<file path="src/sv/rbdq_pkg.sv">
`timescale 1ns / 1ps
// ----------------------------------------------------------------------------
// rbdq_pkg: shared types and constants for the ring buffer deque
// Opcodes, sequencer states, field widths and the store control bundle.
// ----------------------------------------------------------------------------
package rbdq_pkg;

   // Default geometry of the store
   localparam int DEPTH_DEFAULT      = 16;
   localparam int DATA_WIDTH_DEFAULT = 32;

   // Fixed field widths of the request and response channels
   localparam int OPCODE_WIDTH = 3;
   localparam int WORD_WIDTH   = 32;
   localparam int OCC_WIDTH    = 5;

   // Operation codes; unused codes behave as a plain read
   localparam logic [OPCODE_WIDTH-1:0] OP_PUSH_FRONT = 3'd0;
   localparam logic [OPCODE_WIDTH-1:0] OP_PUSH_BACK  = 3'd1;
   localparam logic [OPCODE_WIDTH-1:0] OP_POP_FRONT  = 3'd2;
   localparam logic [OPCODE_WIDTH-1:0] OP_POP_BACK   = 3'd3;
   localparam logic [OPCODE_WIDTH-1:0] OP_READ       = 3'd4;

   // Sequencer states, one-hot
   typedef enum logic [2:0] {
      ST_IDLE = 3'b001,
      ST_READ = 3'b010,
      ST_RESP = 3'b100
   } state_type;

   // Store port strobes from the sequencer
   typedef struct packed {
      logic wr_en;
      logic rd_en;
   } mem_ctrl_type;

endpackage

</file>
<file path="src/sv/rbdq_store.sv">
`timescale 1ns / 1ps
// ----------------------------------------------------------------------------
// rbdq_store: circular word store
// One write port and two read ports, read data registered.
// ----------------------------------------------------------------------------
module rbdq_store #(
   parameter int DEPTH      = rbdq_pkg::DEPTH_DEFAULT,
   parameter int DATA_WIDTH = rbdq_pkg::DATA_WIDTH_DEFAULT,
   parameter int AW         = $clog2(DEPTH)
) (
   input  logic                      clock,
   input  rbdq_pkg::mem_ctrl_type    mem_ctrl,
   input  logic [AW-1:0]             wr_addr,
   input  logic [DATA_WIDTH-1:0]     wr_data,
   input  logic [AW-1:0]             rd_front_addr,
   input  logic [AW-1:0]             rd_back_addr,
   output logic [DATA_WIDTH-1:0]     rd_front_data,
   output logic [DATA_WIDTH-1:0]     rd_back_data
);
   import rbdq_pkg::*;

   logic [DATA_WIDTH-1:0] mem [DEPTH];
   logic [DATA_WIDTH-1:0] front_ff;
   logic [DATA_WIDTH-1:0] back_ff;

   // Write one entry, read front and back entries
   always_ff @(posedge clock) begin
      if (mem_ctrl.wr_en) begin
         mem[wr_addr] <= wr_data;
      end
      if (mem_ctrl.rd_en) begin
         front_ff <= mem[rd_front_addr];
         back_ff  <= mem[rd_back_addr];
      end
   end

   assign rd_front_data = front_ff;
   assign rd_back_data  = back_ff;

endmodule

</file>
<file path="src/sv/rbdq_ctrl.sv">
`timescale 1ns / 1ps
// ----------------------------------------------------------------------------
// rbdq_ctrl: pointer and count sequencer
// Decodes the operation, moves the pointers, writes pushes and reads back.
// ----------------------------------------------------------------------------
module rbdq_ctrl #(
   parameter int DEPTH      = rbdq_pkg::DEPTH_DEFAULT,
   parameter int DATA_WIDTH = rbdq_pkg::DATA_WIDTH_DEFAULT,
   parameter int AW         = $clog2(DEPTH),
   parameter int CW         = $clog2(DEPTH + 1)
) (
   input  logic                                clock,
   input  logic                                reset,
   input  logic                                req_valid,
   output logic                                req_ready,
   input  logic [rbdq_pkg::OPCODE_WIDTH-1:0]   req_opcode,
   input  logic [rbdq_pkg::WORD_WIDTH-1:0]     req_value,
   output logic                                rsp_valid,
   input  logic                                rsp_ready,
   output rbdq_pkg::mem_ctrl_type              mem_ctrl,
   output logic [AW-1:0]                       wr_addr,
   output logic [DATA_WIDTH-1:0]               wr_data,
   output logic [AW-1:0]                       rd_front_addr,
   output logic [AW-1:0]                       rd_back_addr,
   output logic [CW-1:0]                       count,
   output logic                                refused
);
   import rbdq_pkg::*;

   localparam logic [AW-1:0] LAST_IDX = AW'(DEPTH - 1);
   localparam logic [CW-1:0] FULL_CNT = CW'(DEPTH);

   state_type     state_ff, state_in;
   logic [AW-1:0] head_ff, head_in;
   logic [AW-1:0] tail_ff, tail_in;
   logic [CW-1:0] count_ff, count_in;
   logic          refused_ff, refused_in;
   logic          accept;
   logic          full;
   logic          empty;

   function automatic logic [AW-1:0] wrap_inc(input logic [AW-1:0] idx);
      return (idx == LAST_IDX) ? '0 : idx + AW'(1);
   endfunction

   function automatic logic [AW-1:0] wrap_dec(input logic [AW-1:0] idx);
      return (idx == '0) ? LAST_IDX : idx - AW'(1);
   endfunction

   assign accept = req_valid && (state_ff == ST_IDLE);
   assign full   = (count_ff == FULL_CNT);
   assign empty  = (count_ff == '0);

   // Decode the operation and work out the next pointers
   always_comb begin
      head_in         = head_ff;
      tail_in         = tail_ff;
      count_in        = count_ff;
      refused_in      = refused_ff;
      wr_addr         = tail_ff;
      mem_ctrl.wr_en  = 1'b0;
      // Read front and back once the pointers have settled
      mem_ctrl.rd_en  = (state_ff == ST_READ);
      if (accept) begin
         refused_in = 1'b0;
         case (req_opcode)
            OP_PUSH_FRONT: begin
               if (full) begin
                  refused_in = 1'b1;
               end else begin
                  head_in        = wrap_dec(head_ff);
                  wr_addr        = wrap_dec(head_ff);
                  mem_ctrl.wr_en = 1'b1;
                  count_in       = count_ff + CW'(1);
               end
            end
            OP_PUSH_BACK: begin
               if (full) begin
                  refused_in = 1'b1;
               end else begin
                  tail_in        = wrap_inc(tail_ff);
                  mem_ctrl.wr_en = 1'b1;
                  count_in       = count_ff + CW'(1);
               end
            end
            OP_POP_FRONT: begin
               if (empty) begin
                  refused_in = 1'b1;
               end else begin
                  head_in  = wrap_inc(head_ff);
                  count_in = count_ff - CW'(1);
               end
            end
            OP_POP_BACK: begin
               if (empty) begin
                  refused_in = 1'b1;
               end else begin
                  tail_in  = wrap_dec(tail_ff);
                  count_in = count_ff - CW'(1);
               end
            end
            default: begin
               // plain read and unused codes leave the queue alone
            end
         endcase
      end
   end

   // Advance the sequencer: accept, read back, hold the response
   always_comb begin
      case (state_ff)
         ST_IDLE: state_in = accept ? ST_READ : ST_IDLE;
         ST_READ: state_in = ST_RESP;
         ST_RESP: state_in = rsp_ready ? ST_IDLE : ST_RESP;
         default: state_in = ST_IDLE;
      endcase
   end

   always_ff @(posedge clock) begin
      if (reset) begin
         state_ff   <= ST_IDLE;
         head_ff    <= '0;
         tail_ff    <= '0;
         count_ff   <= '0;
         refused_ff <= 1'b0;
      end else begin
         state_ff   <= state_in;
         head_ff    <= head_in;
         tail_ff    <= tail_in;
         count_ff   <= count_in;
         refused_ff <= refused_in;
      end
   end

   // Point the read ports at the front word and the back word
   assign rd_front_addr  = head_ff;
   assign rd_back_addr   = wrap_dec(tail_ff);
   assign wr_data        = DATA_WIDTH'(req_value);

   assign req_ready = (state_ff == ST_IDLE);
   assign rsp_valid = (state_ff == ST_RESP);
   assign count     = count_ff;
   assign refused   = refused_ff;

endmodule

</file>
<file path="src/sv/ring_buffer_deque.sv">
`timescale 1ns / 1ps
// ----------------------------------------------------------------------------
// ring_buffer_deque: double-ended queue in a circular store
//
//   Channel  Direction  Handshake             Payload
//   req_     in         req_valid/req_ready   opcode, value
//   rsp_     out        rsp_valid/rsp_ready   front/back word, occupancy, flags
//
// One operation at a time: the accept cycle moves the pointers and writes
// a pushed word, the next cycle (READ) reads front and back from the store,
// and the RESP state then presents the response.
// The store's single registered read stage calls for the READ state.
// A stalled response holds; no new request is taken until it transfers.
// Reset clears pointers, count and sequencer; the store needs no clearing.
// ----------------------------------------------------------------------------
module ring_buffer_deque #(
   parameter int DEPTH      = rbdq_pkg::DEPTH_DEFAULT,
   parameter int DATA_WIDTH = rbdq_pkg::DATA_WIDTH_DEFAULT
) (
   input  logic                                clock,
   input  logic                                reset,
   input  logic                                req_valid,
   output logic                                req_ready,
   input  logic [rbdq_pkg::OPCODE_WIDTH-1:0]   req_opcode,
   input  logic [rbdq_pkg::WORD_WIDTH-1:0]     req_value,
   output logic                                rsp_valid,
   input  logic                                rsp_ready,
   output logic [rbdq_pkg::WORD_WIDTH-1:0]     rsp_front_word,
   output logic [rbdq_pkg::WORD_WIDTH-1:0]     rsp_back_word,
   output logic [rbdq_pkg::OCC_WIDTH-1:0]      rsp_occupancy,
   output logic                                rsp_is_empty,
   output logic                                rsp_is_full,
   output logic                                rsp_refused
);
   import rbdq_pkg::*;

   localparam int AW = $clog2(DEPTH);
   localparam int CW = $clog2(DEPTH + 1);

   mem_ctrl_type          mem_ctrl;
   logic [AW-1:0]         wr_addr;
   logic [DATA_WIDTH-1:0] wr_data;
   logic [AW-1:0]         rd_front_addr;
   logic [AW-1:0]         rd_back_addr;
   logic [DATA_WIDTH-1:0] rd_front_data;
   logic [DATA_WIDTH-1:0] rd_back_data;
   logic [CW-1:0]         count;
   logic                  refused;

   rbdq_ctrl #(
      .DEPTH      (DEPTH),
      .DATA_WIDTH (DATA_WIDTH),
      .AW         (AW),
      .CW         (CW)
   ) u_ctrl (
      .clock         (clock),
      .reset         (reset),
      .req_valid     (req_valid),
      .req_ready     (req_ready),
      .req_opcode    (req_opcode),
      .req_value     (req_value),
      .rsp_valid     (rsp_valid),
      .rsp_ready     (rsp_ready),
      .mem_ctrl      (mem_ctrl),
      .wr_addr       (wr_addr),
      .wr_data       (wr_data),
      .rd_front_addr (rd_front_addr),
      .rd_back_addr  (rd_back_addr),
      .count         (count),
      .refused       (refused)
   );

   rbdq_store #(
      .DEPTH      (DEPTH),
      .DATA_WIDTH (DATA_WIDTH),
      .AW         (AW)
   ) u_store (
      .clock         (clock),
      .mem_ctrl      (mem_ctrl),
      .wr_addr       (wr_addr),
      .wr_data       (wr_data),
      .rd_front_addr (rd_front_addr),
      .rd_back_addr  (rd_back_addr),
      .rd_front_data (rd_front_data),
      .rd_back_data  (rd_back_data)
   );

   // Format the response; an empty queue shows zero words
   assign rsp_is_empty   = (count == '0);
   assign rsp_is_full    = (count == CW'(DEPTH));
   assign rsp_front_word = rsp_is_empty ? '0 : WORD_WIDTH'(rd_front_data);
   assign rsp_back_word  = rsp_is_empty ? '0 : WORD_WIDTH'(rd_back_data);
   assign rsp_occupancy  = OCC_WIDTH'(count);
   assign rsp_refused    = refused;

endmodule

</file>
<file path="config.mk">
export PLATFORM = sky130hd
export DESIGN_NAME = ring_buffer_deque
export DESIGN_NICKNAME = d
export VERILOG_FILES = /design/src/sv/rbdq_pkg.sv /design/src/sv/rbdq_store.sv /design/src/sv/rbdq_ctrl.sv /design/src/sv/ring_buffer_deque.sv
export SDC_FILE = /design/constraint.sdc
export NUM_CORES = 1
export LEC_CHECK = 0
export ABC_CLOCK_PERIOD_IN_PS = 5900
export BUFFER_PORTS_ARGS = -buffer_cell sky130_fd_sc_hd__buf_2
export CAP_MARGIN = 20
export CORE_AREA = 2 2 178 267
export CTS_CLUSTER_DIAMETER = 50
export DETAILED_ROUTE_END_ITERATION = 6
export DIE_AREA = 0 0 180 269
export PLACE_DENSITY_LB_ADDON = 0.12
export SYNTH_ARGS = -nofsm -noshare
export SYNTH_HDL_FRONTEND = slang
export SYNTH_SLANG_ARGS = --single-unit
</file>
<file path="constraint.sdc">
create_clock -name clock -period 5.9 [get_ports clock]
set_input_delay 0.295 -clock clock [delete_from_list [all_inputs] [get_ports clock]]
set_output_delay 0.295 -clock clock [all_outputs]
set_load 0.02 [all_outputs]
</file>
=== Word-level counts from Yosys, hierarchy flattened ===
Memory sizes are Yosys's and may differ from the RTL's. A register that Yosys moved wholly into a read port is not among the register bits.
Cells that the tools add are included.

* Bits in registers: 17
* Memory bits (writable): 512
* Output and inout port bits: 74
* Memories: 1

{| class="wikitable"
|+ Memory list
! memory !! depth !! bits a word !! rd ports !! clocked after Yosys merged registers in !! wr ports !! RTL line !! RTL
|-
| u_store.mem || 16 || 32 || 2 || 2 || 1 || rbdq_store.sv:22 || <nowiki>logic [DATA_WIDTH-1:0] mem [DEPTH];</nowiki>
|}

* $add $sub $neg: 6
* Equal/unequal tests: 15
* Mux-type cells: 29
* Reductions and logical operators: 13

{| class="wikitable"
|+ Operator list
! kind !! count
|-
| $mux 32 || 2
|-
| $mux 4 || 11
|-
| $pmux 4 s2 || 2
|-
| $ne 2x2->1 const B || 6
|-
| $reduce_and 4->1 || 3
|-
| $mux 5 || 2
|-
| $pmux 5 s2 || 1
|-
| $eq 3x2->1 const B || 3
|-
| $pmux 3 s3 || 1
|-
| $add 4x1->4 const B || 2
|-
| $eq 4x4->1 const B || 2
|-
| $logic_not 4->1 || 2
|-
| $sub 4x1->4 const B || 2
|-
| $mux 1 || 7
|-
| $eq 3x1->1 const B || 2
|-
| $reduce_bool 2->1 || 3
|-
| $add 5x1->5 const B || 1
|-
| $eq 5x5->1 const B || 1
|-
| $logic_not 5->1 || 1
|-
| $sub 5x1->5 const B || 1
|-
| $reduce_or 2->1 || 2
|-
| $eq 3x3->1 const B || 1
|-
| $logic_not 3->1 || 1
|-
| $mux 3 || 1
|-
| other kinds (3) || 3
|}

=== Logic depth before layout (Yosys ltp) ===
* Word-level depth: 6
* Depth in mapped cells: 11

=== Modules after synthesis ===
Synthesis repeated with hierarchy kept, for this count alone.

* Cells, all modules: 1,402
* Area total of the unflattened synthesis: 26,955.9 um^2

{| class="wikitable"
|+ Modules (own cells, without submodules)
! module !! instances !! cells each !! area each (um^2)
|-
| rbdq_store || 1 || 1,141 || 24,843.8
|-
| rbdq_ctrl || 1 || 179 || 1,446.4
|-
| ring_buffer_deque || 1 || 82 || 665.6
|}

=== Worst setup path before layout ===
No wires, ideal clock.

* Kind: register to register
* From: reg u_ctrl.head_ff[0] (netlist: u_ctrl.rd_front_addr[0])
* To: mem u_store.mem[8][0] (netlist name), enable pin
* Arrival time: 4.374 ns
* Required time: 5.432 ns
* Path slack: 1.058 ns
* Stages on the path, launching flop included: 10
* Buffers on the path: 3
* Clock period less this slack: 4.842 ns
* Cell sequence: dfxtp_1 buf_2 clkbuf_1 clkbuf_1 inv_1 ha_1 xnor2_1 and2_1 mux2i_1 nor3b_1

* Word-level cells in the longest chain between the ends: 5
* Elaborated cells between the ends (all ways): 6

{| class="wikitable"
|+ Ends and longest elaborated chain
! element !! RTL line !! RTL
|-
| from (decl) || rbdq_ctrl.sv:34 || <nowiki>logic [AW-1:0] head_ff, head_in;</nowiki>
|-
| from (signal assigned) || rbdq_ctrl.sv:128 || <nowiki>head_ff <= head_in;</nowiki>
|-
| $sub 4x1->4 / $logic_not 4->1 (equally long branches) || rbdq_ctrl.sv:47 || <nowiki>return (idx == '0) ? LAST_IDX : idx - AW'(1);</nowiki>
|-
| $mux 4 (*) || rbdq_ctrl.sv:47 ||
|-
| $mux 4 (*) || rbdq_ctrl.sv:68 || <nowiki>if (full) begin</nowiki>
|-
| $mux 4 (*) || rbdq_ctrl.sv:66 || <nowiki>case (req_opcode)</nowiki>
|-
| $mux 4 (*) || rbdq_ctrl.sv:64 || <nowiki>if (accept) begin</nowiki>
|-
| to (decl) || rbdq_store.sv:22 ||
|}

Mark *: on every way between the ends. The rest lies on a longest branch, timed or not.

=== Final worst setup path ===
* From: reg u_ctrl.tail_ff[1]
* To: reg u_store.back_ff[30] (netlist: u_store.rd_back_data[30]) (read register of u_store.mem) (data pin)

* Word-level cells in the longest chain between the ends: 2
* Elaborated cells between the ends (all ways): 3

{| class="wikitable"
|+ Ends and longest elaborated chain
! element !! RTL line !! RTL
|-
| from (decl) || rbdq_ctrl.sv:35 || <nowiki>logic [AW-1:0] tail_ff, tail_in;</nowiki>
|-
| from (signal assigned) || rbdq_ctrl.sv:129 || <nowiki>tail_ff <= tail_in;</nowiki>
|-
| $sub 4x1->4 / $logic_not 4->1 (equally long branches) || rbdq_ctrl.sv:47 ||
|-
| $mux 4 (*) || rbdq_ctrl.sv:47 ||
|-
| to (decl) || rbdq_store.sv:24 || <nowiki>logic [DATA_WIDTH-1:0] back_ff;</nowiki>
|}

Marks and branches as above.
A chain may end at the register's enable or synchronous reset.

==> flow_metrics.tcl <==
set metrics [dict create \
    synth_compound_area_share_pct 6.14 \
    finalNetCount 1608 \
    worstPathRequired_ps 6250 \
    hold_ws_ps 14.4 \
    ctsLongestPathBuffers 3 \
    synth_area_leader_cell "edfxtp_1" \
    timing.critical_path.to_type "flip-flop" \
    synth_common_cells "edfxtp_1 (576), mux4_2 (227), nor2b_1 (71)" \
    yosysMostFrequentCell "edfxtp_1" \
    startpoint "u_ctrl.tail_ff[1]" \
    ys_types 68 \
    cp.buffers_inverters 3 \
    fin_tns_setup_ps 0 \
    synth_top_family_by_area "multiplexers" \
    overflow 0 \
    place.gp.congestion 0.789 \
    clkLatencyLatePin_ps 610 \
    arrival_ps 4400 \
    cts_tree "done" \
    die_w_um 180 \
    fin_skew_ps 18.7 \
    gr-usage-all-layers_pct 28.7 \
    rsz0062_at_grt "no" \
    finalSetupViolCount 0 \
    numCtsBuffers 55 \
    ys_seq_area_share_pct 65.8 \
    hold_start "rsp_ready" \
    nFillCells 3212 \
    synthMuxAreaShare_pct 20.2 \
    clk_pin_slew_ps 70 \
    syn_area_sq_mm 0.0268 \
    worst_path_max_delay_cell "nor2_4" \
    cts.sinks 593 \
    max_freq_ghz 0.247 \
    worst_pin_slew_ps 1130 \
    violations "DRC" \
    core_area_sq_mm 0.0462 \
    min_period_over_period_pct 68.6 \
    io_buffers 112 \
    fin_util_pct 64.5 \
    crit_fanout 56 \
    antenna_found_initial 5 \
    grt_pass1_vias 15859 \
    syn-num-nets 1510 \
    cpPeakStageDelay_ps 580 \
    slew_viol_final 0 \
    grt_max_degree 104 \
    wl_per_cell_um 31.2 \
    rows 97 \
    status "complete, but fails checks" \
    htree_levels 2 \
    synthFlopType "edfxtp_1" \
    grt_pass1_wl_um 102000 \
    synth_top_area_share_pct 64.5 \
    drt_first_pass_iters 7 \
    maxCapViolCount 0 \
    hold_path_class "in -> reg" \
    synth_area_leaders "edfxtp_1 (64%), mux4_2 (19%), a222oi_1 (1.7%), nor2b_1 (1.7%), dfxtp_1 (1.3%)" \
    power.density_mw_per_mm2 293 \
    multiInputGateArea_sq_mm 0.00887 \
    maxSlewHeadroom_pct 24.8 \
    viasPerCell 7.01 \
    path_cells "inv_1 > ha_1 > nor3b_4 > buf_4 > nor2_4 > buf_12 > mux4_2 > nor2b_1 > or4_1" \
    ys_async_sr_fraction_pct 0 \
    routed_wl_um 68700 \
    regArea_sq_mm 0.0176 \
    ys_warn_count 0 \
    cp_top_family "simple AND/OR/NAND/NOR gates" \
    startpoint_type "flip-flop" \
    cts-resized-gates 0 \
    synth-edff-count 576 \
    area_delta_synth_final_pct 11.3 \
    post-cts-setup-buffers 0 \
    reg2reg_from "u_ctrl.tail_ff[1]" \
    hold_viol_final 0 \
    synth.ff_latch_count 593 \
    antenna_left 0 \
    drtIter0Drc 2153 \
    drcViolationCount 3 \
    io_pins 113 \
    peakVddDrop_mv 0.239 \
    root_buffer "clkbuf_16" \
    leakage_nw 9.37 \
    start_util_pct 58.0 \
    die_area_sq_mm 0.0484 \
    synth_cells 1463 \
    synthXorXnorAreaFrac_pct 0.420 \
    synth_fa_ha_area_share_pct 0.401 \
    synth_simple_gate_area_share_pct 5.22 \
    hpwl_um 38100 \
    layout_min_cycle_time_ps 4050 \
    num_vias 15460 \
    fp.dieH_um 269 \
    cts.hold.buffers_added 0 \
    rrSetupSlack_ps 1850 \
    layout-drive-gt1-share_pct 31.5 \
    critical_path_class "reg -> reg" \
    syn_area_per_cell_sq_um 18.3 \
]
[routing by layer]
metal | wire [um] | GRT usage, % | vias to the layer above | share of wire (%)
met4 | 2540 | 11.9 | 4 | 3.7
li1 | - | - | 6372 | -
met2 | 35200 | 49.0 | 875 | 51
met3 | 5290 | 4.16 | 156 | 7.7
met5 | 25 | 0 | - | 0.036
met1 | 25600 | 37.6 | 8053 | 37
[layout make-up]
type / instances / share of cell area (%)
repair buffers: 152 / 2.96
multi-input cells: 751 / 29.7
flip-flops and latches: 593 / 59.1
well taps: 594 / 2.49
clock buffers: 63 / 4.78
clock inverters: 40 / 0.784
inverters: 8 / 0.105
diodes: 3 / 0.0252
[registers in the layout (all words and copies together), names as in the netlist]
name and flops:
u_ctrl.count 5, u_ctrl.rd_front_addr 4, u_ctrl.refused 1, u_ctrl.state_ff 3
u_ctrl.tail_ff 4, u_store.mem 512, u_store.rd_back_data 32, u_store.rd_front_data 32
[power by group]
| part | leakage [nW] | internal, W | switching (W) |
|---|---|---|---|
| Combinational | 3.23 | 0.000276 | 0.000460 |
| Sequential | 5.32 | 0.00465 | 0.0000241 |
| Clock | 0.819 | 0.00178 | 0.00155 |
| Total | 9.37 | 0.00671 | 0.00203 |
[layout by cell type (no fill, tap or decap), drive strengths merged, types with 16 or more instances in the layout]
cell type / Yosys / routed
nand2: 49 / 49
clkbuf: 68 / 64
a31oi: 16 / 16
o2111ai: 21 / 21
o21ai: 18 / 18
a21o: 26 / 26
mux2i: 23 / 23
nor2b: 71 / 71
edfxtp: 576 / 576
mux4: 227 / 227
clkinv: 1 / 34
nand2b: 32 / 32
dfxtp: 17 / 17
buf: 43 / 151
a21oi: 26 / 26
a21boi: 21 / 21
nor2: 42 / 42
nand3: 37 / 37
a222oi: 45 / 45
[tightest hold or removal path: stages]
cell	delay [ps]
buf_2	80
o21ai_0	80
nand2b_1	90
nor2_1	40
[kinds of logic after synthesis]
family | after synthesis
AO/OA/AOI/OAI | 213
XOR/XNOR | 12
adder cells (fa/ha/maj) | 8
buffers and inverters | 119
flip-flops | 593
multiplexers | 256
AND/OR/NAND/NOR | 262
[through the flow]
| stage | setup slack [ps] | total power (W) | std cells | instance area [sq um] |
|---|---|---|---|---|
| 2_1_floorplan | 1060 | 0.00524 | 1463 | 26800 |
| 3_3_place_gp | 1850 | 0.00549 | 2097 | 28200 |
| 3_5_place_dp | 1820 | 0.00551 | 2097 | 28200 |
| 4_1_cts | 1800 | 0.00878 | 2200 | 29800 |
| 5_1_grt | 1590 | 0.00899 | 2204 | 29800 |
| 6_report | 1850 | 0.00874 | 2204 | 29800 |
[final timing paths]
check / end / depth (start not counted)
max: u_store.rd_back_data[30] / 9
min: u_ctrl.state_ff[2] / 4
max reg2reg: u_store.rd_back_data[30] / 9
min reg2reg: u_ctrl.refused / 2
Power figures use the tool's default switching activity.
